==> config.mk <==
export PLATFORM = sky130hd
export DESIGN_NAME = elevator_car_controller
export DESIGN_NICKNAME = d
export VERILOG_FILES = /design/src/hdl/ecc_pkg.sv /design/src/hdl/ecc_step.sv /design/src/hdl/elevator_car_controller.sv
export SDC_FILE = /design/constraint.sdc
export NUM_CORES = 1
export LEC_CHECK = 0
export BUFFER_PORTS_ARGS = -buffer_cell sky130_fd_sc_hd__buf_4
export CORE_UTILIZATION = 45
export DETAILED_ROUTE_END_ITERATION = 12
export PLACE_DENSITY = 0.71
export SYNTH_ARGS = -nofsm -noshare
export SYNTH_HDL_FRONTEND = slang
export SYNTH_HIERARCHICAL = 1
export SYNTH_SLANG_ARGS = --single-unit
==> constraint.sdc <==
create_clock -name clk_i -period 5.1 [get_ports clk_i]
set_clock_uncertainty 0.1 [all_clocks]
set_input_delay 1.02 -clock clk_i [delete_from_list [all_inputs] [get_ports clk_i]]
set_output_delay 1.02 -clock clk_i [all_outputs]
set_load 0.03 [all_outputs]
==> src/hdl/ecc_pkg.sv <==
// ----------------------------------------------------------------------------
// ecc_pkg
// Shared types and constants for the elevator car controller: state codes,
// request and heading codes, register indexes and the state/word structs.
// ----------------------------------------------------------------------------
`default_nettype none

package ecc_pkg;

  localparam int unsigned MaxFloors = 64;
  localparam int unsigned FloorW    = 6;
  localparam int unsigned FracBits  = 8;
  localparam int unsigned ProgW     = FracBits + 1;
  localparam int unsigned StepW     = 9;
  localparam int unsigned SumW      = ((ProgW > StepW) ? ProgW : StepW) + 1;
  localparam int unsigned CntW      = $clog2(MaxFloors + 1);

  localparam logic [SumW-1:0] OneFloor = SumW'(1) << FracBits;

  localparam logic [FloorW-1:0] TopFloorRst = FloorW'(9);
  localparam logic [StepW-1:0]  MoveStepRst = StepW'(26);

  // request codes
  localparam logic [1:0] ReqTick  = 2'd0;
  localparam logic [1:0] ReqPress = 2'd1;
  localparam logic [1:0] ReqStart = 2'd2;
  localparam logic [1:0] ReqOpen  = 2'd3;

  // start direction codes
  localparam logic [1:0] DirDown = 2'd0;
  localparam logic [1:0] DirUp   = 2'd1;

  // heading codes
  localparam logic [1:0] HdIdle = 2'd0;
  localparam logic [1:0] HdUp   = 2'd1;
  localparam logic [1:0] HdDown = 2'd2;
  localparam logic [1:0] HdBad  = 2'd3;

  // move state codes as reported
  localparam logic [1:0] MvIdle    = 2'd0;
  localparam logic [1:0] MvMoving  = 2'd1;
  localparam logic [1:0] MvStopped = 2'd2;

  // register indexes
  localparam logic RegTopFloor = 1'b0;
  localparam logic RegMoveStep = 1'b1;

  typedef enum logic [2:0] {
    MsIdle    = 3'b001,
    MsMoving  = 3'b010,
    MsStopped = 3'b100
  } motion_e;

  typedef struct packed {
    motion_e               motion;
    logic [1:0]            heading;
    logic [FloorW-1:0]     floor_now;
    logic [ProgW-1:0]      progress;
    logic [MaxFloors-1:0]  pending;
    logic [CntW-1:0]       pend_cnt;
  } car_state_t;

  typedef struct packed {
    logic [1:0]        req_type;
    logic [FloorW-1:0] floor;
    logic [1:0]        direction;
    logic              door_closed;
  } item_t;

  typedef struct packed {
    logic [1:0]        move_state;
    logic [FloorW-1:0] current_floor;
    logic [1:0]        travel_direction;
    logic              door_open_cmd;
    logic              floor_reached;
    logic              car_request;
    logic              start_refused;
  } result_t;

  typedef struct packed {
    logic [FloorW-1:0] top_floor;
    logic [StepW-1:0]  move_step;
  } cfg_t;

endpackage

`default_nettype wire

==> src/hdl/ecc_step.sv <==
// ----------------------------------------------------------------------------
// ecc_step
// Next-state and result logic for one word: tick, floor press, start request
// or door-open request applied to the car state.
// ----------------------------------------------------------------------------
`default_nettype none

module ecc_step (
  input  ecc_pkg::car_state_t cur_i,
  input  ecc_pkg::cfg_t       cfg_i,
  input  ecc_pkg::item_t      item_i,
  output ecc_pkg::car_state_t nxt_o,
  output ecc_pkg::result_t    res_o
);
  import ecc_pkg::*;

  function automatic car_state_t car_stop(car_state_t s, logic [FloorW-1:0] top);
    car_state_t r;
    r = s;
    if (s.pend_cnt == '0) begin
      r.motion  = MsIdle;
      r.heading = HdIdle;
    end else begin
      r.motion = MsStopped;
      if (s.floor_now == top) begin
        r.heading = HdDown;
      end else if (s.floor_now == '0) begin
        r.heading = HdUp;
      end
    end
    return r;
  endfunction

  function automatic logic start_refused(logic [1:0] hd, logic [FloorW-1:0] fl,
                                         logic [FloorW-1:0] top);
    logic bad;
    bad = 1'b1;
    if (hd == HdDown) begin
      bad = (fl == '0);
    end else if (hd == HdUp) begin
      bad = (fl == top);
    end
    return bad;
  endfunction

  logic [SumW-1:0]   sum;
  logic [FloorW-1:0] next_floor;
  logic [FloorW-1:0] idx;
  logic              pend_bit;
  logic [1:0]        start_hd;
  car_state_t        s;
  logic              door_open, reached, added, refused;

  assign sum        = SumW'(cur_i.progress) + SumW'(cfg_i.move_step);
  assign next_floor = (cur_i.heading == HdDown) ? cur_i.floor_now - FloorW'(1)
                                                : cur_i.floor_now + FloorW'(1);
  assign idx        = (item_i.req_type == ReqTick) ? next_floor : item_i.floor;
  assign pend_bit   = cur_i.pending[idx];
  assign start_hd   = (item_i.direction == DirDown) ? HdDown :
                      (item_i.direction == DirUp)   ? HdUp   : HdBad;

  always_comb begin
    s         = cur_i;
    door_open = 1'b0;
    reached   = 1'b0;
    added     = 1'b0;
    refused   = 1'b0;
    unique case (item_i.req_type)
      ReqTick: begin
        if (cur_i.motion == MsMoving) begin
          if (sum >= OneFloor) begin
            s.progress  = '0;
            s.floor_now = next_floor;
            reached     = 1'b1;
            if (pend_bit) begin
              s.pending[idx] = 1'b0;
              s.pend_cnt     = cur_i.pend_cnt - CntW'(1);
              s              = car_stop(s, cfg_i.top_floor);
              door_open      = 1'b1;
            end else if (next_floor == cfg_i.top_floor || next_floor == '0) begin
              s         = car_stop(s, cfg_i.top_floor);
              door_open = 1'b1;
            end
          end else begin
            s.progress = sum[ProgW-1:0];
          end
        end else if (cur_i.motion == MsStopped && item_i.door_closed) begin
          refused = start_refused(cur_i.heading, cur_i.floor_now, cfg_i.top_floor);
          if (!refused) begin
            s.motion = MsMoving;
          end
        end
      end
      ReqPress: begin
        if (item_i.floor == cur_i.floor_now) begin
          s         = car_stop(s, cfg_i.top_floor);
          door_open = 1'b1;
        end else if (!pend_bit) begin
          s.pending[idx] = 1'b1;
          s.pend_cnt     = cur_i.pend_cnt + CntW'(1);
          added          = 1'b1;
        end
      end
      ReqStart: begin
        refused = start_refused(start_hd, cur_i.floor_now, cfg_i.top_floor);
        if (!refused) begin
          s.heading = start_hd;
          s.motion  = MsMoving;
        end
      end
      ReqOpen: begin
        door_open = (cur_i.motion != MsMoving);
      end
      default: ;
    endcase
  end

  always_comb begin
    res_o = '0;
    unique case (s.motion)
      MsIdle:    res_o.move_state = MvIdle;
      MsMoving:  res_o.move_state = MvMoving;
      MsStopped: res_o.move_state = MvStopped;
      default:   res_o.move_state = MvIdle;
    endcase
    res_o.current_floor    = s.floor_now;
    res_o.travel_direction = s.heading;
    res_o.door_open_cmd    = door_open;
    res_o.floor_reached    = reached;
    res_o.car_request      = added;
    res_o.start_refused    = refused;
  end

  assign nxt_o = s;

endmodule

`default_nettype wire

==> src/hdl/elevator_car_controller.sv <==
// ----------------------------------------------------------------------------
// elevator_car_controller
// Single elevator car: move state, heading, floor, travel progress and the
// set of pending destination floors, driven by one request word at a time.
// ----------------------------------------------------------------------------
// Usage:
//   Input channel (in_valid_i/in_ready_o) carries one request word: a tick,
//   a destination press, a start request or a door-open request. Output
//   channel (out_valid_o/out_ready_i) returns exactly one result word per
//   request: move state, floor, heading and event flags.
//   out_valid_o rises in the cycle after acceptance. One word is taken
//   every cycle while results are taken; the car state is updated in a
//   single pass of logic and the result lands in the output register.
//   When the receiver stalls, the result holds in the output register and
//   the input keeps accepting only in the cycle the result is taken.
//   The APB port writes top_floor (0x0) and move_step (0x4); pready is
//   always high. Write registers only while no word is in flight.
//   Reset: car idle at floor zero, heading idle, progress zero, no pending
//   floors, top_floor 9, move_step 26. No clearing pass is needed.
// ----------------------------------------------------------------------------
`default_nettype none

module elevator_car_controller (
  input  logic        clk_i,
  input  logic        rst_ni,
  // apb
  input  logic        psel,
  input  logic        penable,
  input  logic        pwrite,
  input  logic [2:0]  paddr,
  input  logic [31:0] pwdata,
  output logic [31:0] prdata,
  output logic        pready,
  // request words
  input  logic        in_valid_i,
  output logic        in_ready_o,
  input  logic [1:0]  req_type_i,
  input  logic [ecc_pkg::FloorW-1:0] floor_i,
  input  logic [1:0]  direction_i,
  input  logic        door_closed_i,
  // result words
  output logic        out_valid_o,
  input  logic        out_ready_i,
  output logic [1:0]  move_state_o,
  output logic [ecc_pkg::FloorW-1:0] current_floor_o,
  output logic [1:0]  travel_direction_o,
  output logic        door_open_cmd_o,
  output logic        floor_reached_o,
  output logic        car_request_o,
  output logic        start_refused_o
);
  import ecc_pkg::*;

  cfg_t       cfg_q;
  car_state_t st_q, st_d;
  item_t      item;
  result_t    res_d, res_q;
  logic       out_valid_q;
  logic       in_fire, cfg_wr;

  // configuration port
  assign pready = 1'b1;
  assign cfg_wr = psel && penable && pwrite;

  always_ff @(posedge clk_i or negedge rst_ni) begin
    if (!rst_ni) begin
      cfg_q.top_floor <= TopFloorRst;
      cfg_q.move_step <= MoveStepRst;
    end else if (cfg_wr) begin
      unique case (paddr[2])
        RegTopFloor: cfg_q.top_floor <= pwdata[FloorW-1:0];
        RegMoveStep: cfg_q.move_step <= pwdata[StepW-1:0];
        default: ;
      endcase
    end
  end

  always_comb begin
    unique case (paddr[2])
      RegTopFloor: prdata = 32'(cfg_q.top_floor);
      RegMoveStep: prdata = 32'(cfg_q.move_step);
      default:     prdata = '0;
    endcase
  end

  // request path
  assign in_ready_o = !out_valid_q || out_ready_i;
  assign in_fire    = in_valid_i && in_ready_o;

  assign item.req_type    = req_type_i;
  assign item.floor       = floor_i;
  assign item.direction   = direction_i;
  assign item.door_closed = door_closed_i;

  ecc_step u_step (
    .cur_i  (st_q),
    .cfg_i  (cfg_q),
    .item_i (item),
    .nxt_o  (st_d),
    .res_o  (res_d)
  );

  always_ff @(posedge clk_i or negedge rst_ni) begin
    if (!rst_ni) begin
      st_q.motion    <= MsIdle;
      st_q.heading   <= HdIdle;
      st_q.floor_now <= '0;
      st_q.progress  <= '0;
      st_q.pending   <= '0;
      st_q.pend_cnt  <= '0;
    end else if (in_fire) begin
      st_q <= st_d;
    end
  end

  // output register
  always_ff @(posedge clk_i or negedge rst_ni) begin
    if (!rst_ni) begin
      out_valid_q <= 1'b0;
    end else if (in_ready_o) begin
      out_valid_q <= in_valid_i;
    end
  end

  always_ff @(posedge clk_i) begin
    if (in_fire) begin
      res_q <= res_d;
    end
  end

  assign out_valid_o        = out_valid_q;
  assign move_state_o       = res_q.move_state;
  assign current_floor_o    = res_q.current_floor;
  assign travel_direction_o = res_q.travel_direction;
  assign door_open_cmd_o    = res_q.door_open_cmd;
  assign floor_reached_o    = res_q.floor_reached;
  assign car_request_o      = res_q.car_request;
  assign start_refused_o    = res_q.start_refused;

`ifndef NO_ASSERTIONS
  a_fire_gives_word: assert property (@(posedge clk_i) disable iff (!rst_ni)
    in_fire |=> out_valid_o)
    else $error("accepted word did not produce a result");

  a_pend_count: assert property (@(posedge clk_i) disable iff (!rst_ni)
    st_q.pend_cnt == CntW'($countones(st_q.pending)))
    else $error("pending count out of step with pending set");

  a_moving_heading: assert property (@(posedge clk_i) disable iff (!rst_ni)
    (st_q.motion == MsMoving) |-> (st_q.heading == HdUp || st_q.heading == HdDown))
    else $error("car moving without a heading");

  a_reach_resets_progress: assert property (@(posedge clk_i) disable iff (!rst_ni)
    (in_fire && res_d.floor_reached) |=> (st_q.progress == '0))
    else $error("progress not cleared on floor arrival");
`endif

endmodule

`default_nettype wire

==> metrics list <==
- Setup repair after global routing missed its margin: no
* Synthesis Warnings: 6
- Synthesis handed over a netlist of 876 instances.
* Min Clock Period, post-route: 4.77 ns
- Height of the chip: 144 um
- Setup violations remaining at the end of the flow were counted as 0.
* Post-CTS repair timing setup buffer count: 0
* Min-Delay Path Class: in -> async
- Max H-tree Level: 4
* Share of flip-flops with an asynchronous set or reset: 88.4%
- Starting utilization of the core area: 46.2%
- After synthesis, the netlist uses 88 different library cells.
* Share of cells above drive strength 1: 29.6%
* Number of enable flip-flop cells after synthesis: 14
- Transition time at the pin with the least slew margin: 1.00 ns
- The number of antenna diodes in the final layout is 0.
- Drc violations: 0
- Global-route wire length before repair: 35100 um
- Routability-driven placement finished with a final weighted congestion of 0.864.
* Primary flip-flop cell chosen by synthesis mapping: sky130_fd_sc_hd__dfrtp_1
- Mean instance size in the synthesized netlist: 10.3 um2
* DR top layer: met4
* Area added between synthesis and finish: 12.7%
- Worst skew pair latency: 0.43 ns
- Leaving out fill and tap cells, the most frequent cell in the layout is sky130_fd_sc_hd__dfrtp_1.
- Sum of net half-perimeters after detailed placement: 15100 um
- Post-CTS clock slew at the launch and capture registers of the worst setup and hold paths: 0.06 ns
* Number of top-level pins: 102
* Portion of the post-synthesis area used by sequential elements: 34.3%
* Buffers & Inverters on Critical Path: 2
- Number of vias per cell: 6.05
- In the final design database the tool counted 976 nets.
- Routed metal-1 wire length: 10000 um
* Static leakage: 4.50 nW
* Type of origin of the critical path: register
- Met3 wire length: 1220 um
- The root buffer cell chosen for the clock tree is sky130_fd_sc_hd__clkbuf_16.
* Count of state elements after synthesis: 121
- The initial antenna violation count was 0.
- Crit path max fanout: 18
* Total clock buffers created by CTS: 17
- Power spread over the standard cell area amounts to 505 nW/um2.
* Site Rows: 51
* Die X: 144 um
- Number of violations of the max-capacitance limit: 0
- The worst path uses 93.6% of the clock period.
- Slowest cell on crit path: sky130_fd_sc_hd__or4_1
* F_max: 209 MHz
- Summed over all nets, wire length on met2 after detailed routing comes to 10400 um.
- Quantity of I/O buffers inserted on ports: 52
* Average wire per standard cell: 18.6 um
* Number of antenna-violating nets in the routed design: 0
- Most frequent cells in the layout: sky130_fd_sc_hd__dfrtp_1, sky130_fd_sc_hd__buf_4, sky130_fd_sc_hd__mux2_4
- After filler insertion, the fill cell instance count of the layout stands at 1723.
- Total gr overflow: 0
* Via count of the first global-routing pass: 6691
- Type of destination of the critical path: register
- Multi-input gate area: 5290 um2
- Total clock sinks: 121
* Overall power consumption: 5.16 mW
* Number of max-slew violations in the final report: 0
* Headroom to the max-slew limit: 32.8%
- Global-route usage over all layers: 22.0%
- For this run, the slowest stage of the critical path takes 0.66 ns.
- Setup_tns: 0 ns
- Required time of the worst setup path: 5.31 ns
* Total Routed Length: 22000 um
- Core Region: 19600 um2
- Entering global routing, the biggest net connects 51 pins.
* Area of all sequential standard cells: 3110 um2
* Final hold violation count: 0
- Maximum resistive drop on vdd: 0.293 mV
* Critical setup path kind: reg -> reg
- Result of the run: completed
- The clock passes through at most 2 buffers.
- TritonCTS built the clock tree.
- The detailed router finished its first iteration with 850 violations.
* Drt first pass iters: 5
- Arrival time at the worst endpoint: 4.98 ns
- In this run the cell area of the synthesized design comes to 9060 um2.
- Traced cell by cell, the critical path runs through nand2b_4 > xnor2_1 > ha_1 > nor2_1 > mux2i_4 > xor2_4 > o32ai_2 > buf_12 > a222oi_1 > a211oi_1 > buf_4 > or4_1 > o21ai_2 > o32ai_1 > xor2_1 > mux2_2.
* Via total after detailed routing: 7180
* Full die area: 20700 um2
- In this design, the largest share of critical-path delay is due to compound AO/OA/AOI/OAI gates.
-- stage by stage --
| stage | hold WS [ns] | cell area (um2) | instances | setup slack [ns] | utilization, % |
|---|---|---|---|---|---|
| after floorplan | 0.376 | 9140 | 898 | 0.761 | - |
| after global placement | 0.420 | 9560 | 1154 | 0.373 | 48.8 |
| after detailed placement | 0.423 | 9560 | 1154 | 0.332 | 48.8 |
| after CTS | 0.350 | 10200 | 1186 | 0.325 | 52.1 |
| after global routing | 0.357 | 10200 | 1186 | 0.110 | 52.1 |
| final | 0.358 | 10200 | 1186 | 0.325 | 52.1 |
-- cell usage after synthesis (all sizes together), types with 17 or more instances --
cell type | instances | area share, %
a22o | 54 | 5.2
buf | 61 | 6.0
inv | 17 | 0.70
a22oi | 23 | 1.9
nor2 | 40 | 1.7
o21ai | 40 | 2.3
mux2 | 112 | 17
nand3 | 40 | 2.3
dfrtp | 101 | 28
clkbuf | 41 | 1.7
nand4 | 32 | 2.3
xnor2 | 20 | 1.9
nand2 | 55 | 2.4
-- worst paths after layout --
kind,endpoint,depth (start not counted),start,slack (ns)
max in group asynchronous,st_q[56],2,rst_ni,3.62
min in group clk_i,st_q[79],1,st_q[79],0.44
worst min register to register,st_q[79],1,st_q[79],0.44
worst max register to register,st_q[6],16,st_q[86],0.33
worst max-delay path,st_q[6],16,st_q[86],0.33
worst min-delay path,st_q[66],1,rst_ni,0.36
-- cells by family (layout without fill, tap and decap cells) --
kind of cell | Yosys count | in the layout | synth area share [%]
xor gates and xnor gates | 37 | 37 | 3.95
adders and majority gates | 15 | 15 | 2.15
buffers and inverters | 120 | 143 | 8.49
muxes | 115 | 115 | 17.7
and+or+nand+nor | 249 | 249 | 15.2
AOI/OAI and AO/OA | 217 | 217 | 18.1
DFF | 121 | 121 | 34.3
other | 2 | 24 | 0.0829
-- area by class of cell --
class                      instances  area share, %
clock buffer                      17           4.17
clock inverter                    15           2.18
inverter                          18          0.662
multi-input combinational        657           51.9
sequential                       121           30.4
tap                              265           3.25
timing repair buffer              93           7.45
-- power breakdown --
part           total, mW  leakage, nW  internal, mW  switching (mW)
registers           1.60         1.55          1.28           0.319
logic               2.21         2.64          1.08            1.13
clock network       1.35        0.312         0.869           0.476
total               5.16         4.50          3.23            1.93
-- what timing repair did --
item,CTS,global route
hold buffers,0,0
endpoints found under the setup margin,0,1
resized for setup,0,1
-- routing by layer --
| metal | vias up | global-route usage (%) |
|---|---|---|
| li1 | 3317 | - |
| met1 | 3567 | 30.0 |
| met2 | 263 | 34.4 |
| met3 | 33 | 4.57 |
| met4 | 0 | 7.39 |
| met5 | - | 0 |
-- flip-flops by register name, summed over array words and instances (netlist names) --
| register | flops |
|---|---|
| current_floor_o | 6 |
| move_state_o | 2 |
| floor_reached_o | 1 |
| cfg_q | 15 |
| door_open_cmd_o | 1 |
| out_valid_o | 1 |
| car_request_o | 1 |
| st_q | 91 |
| travel_direction_o | 2 |
| start_refused_o | 1 |
Power figures use the tool's default switching activity.
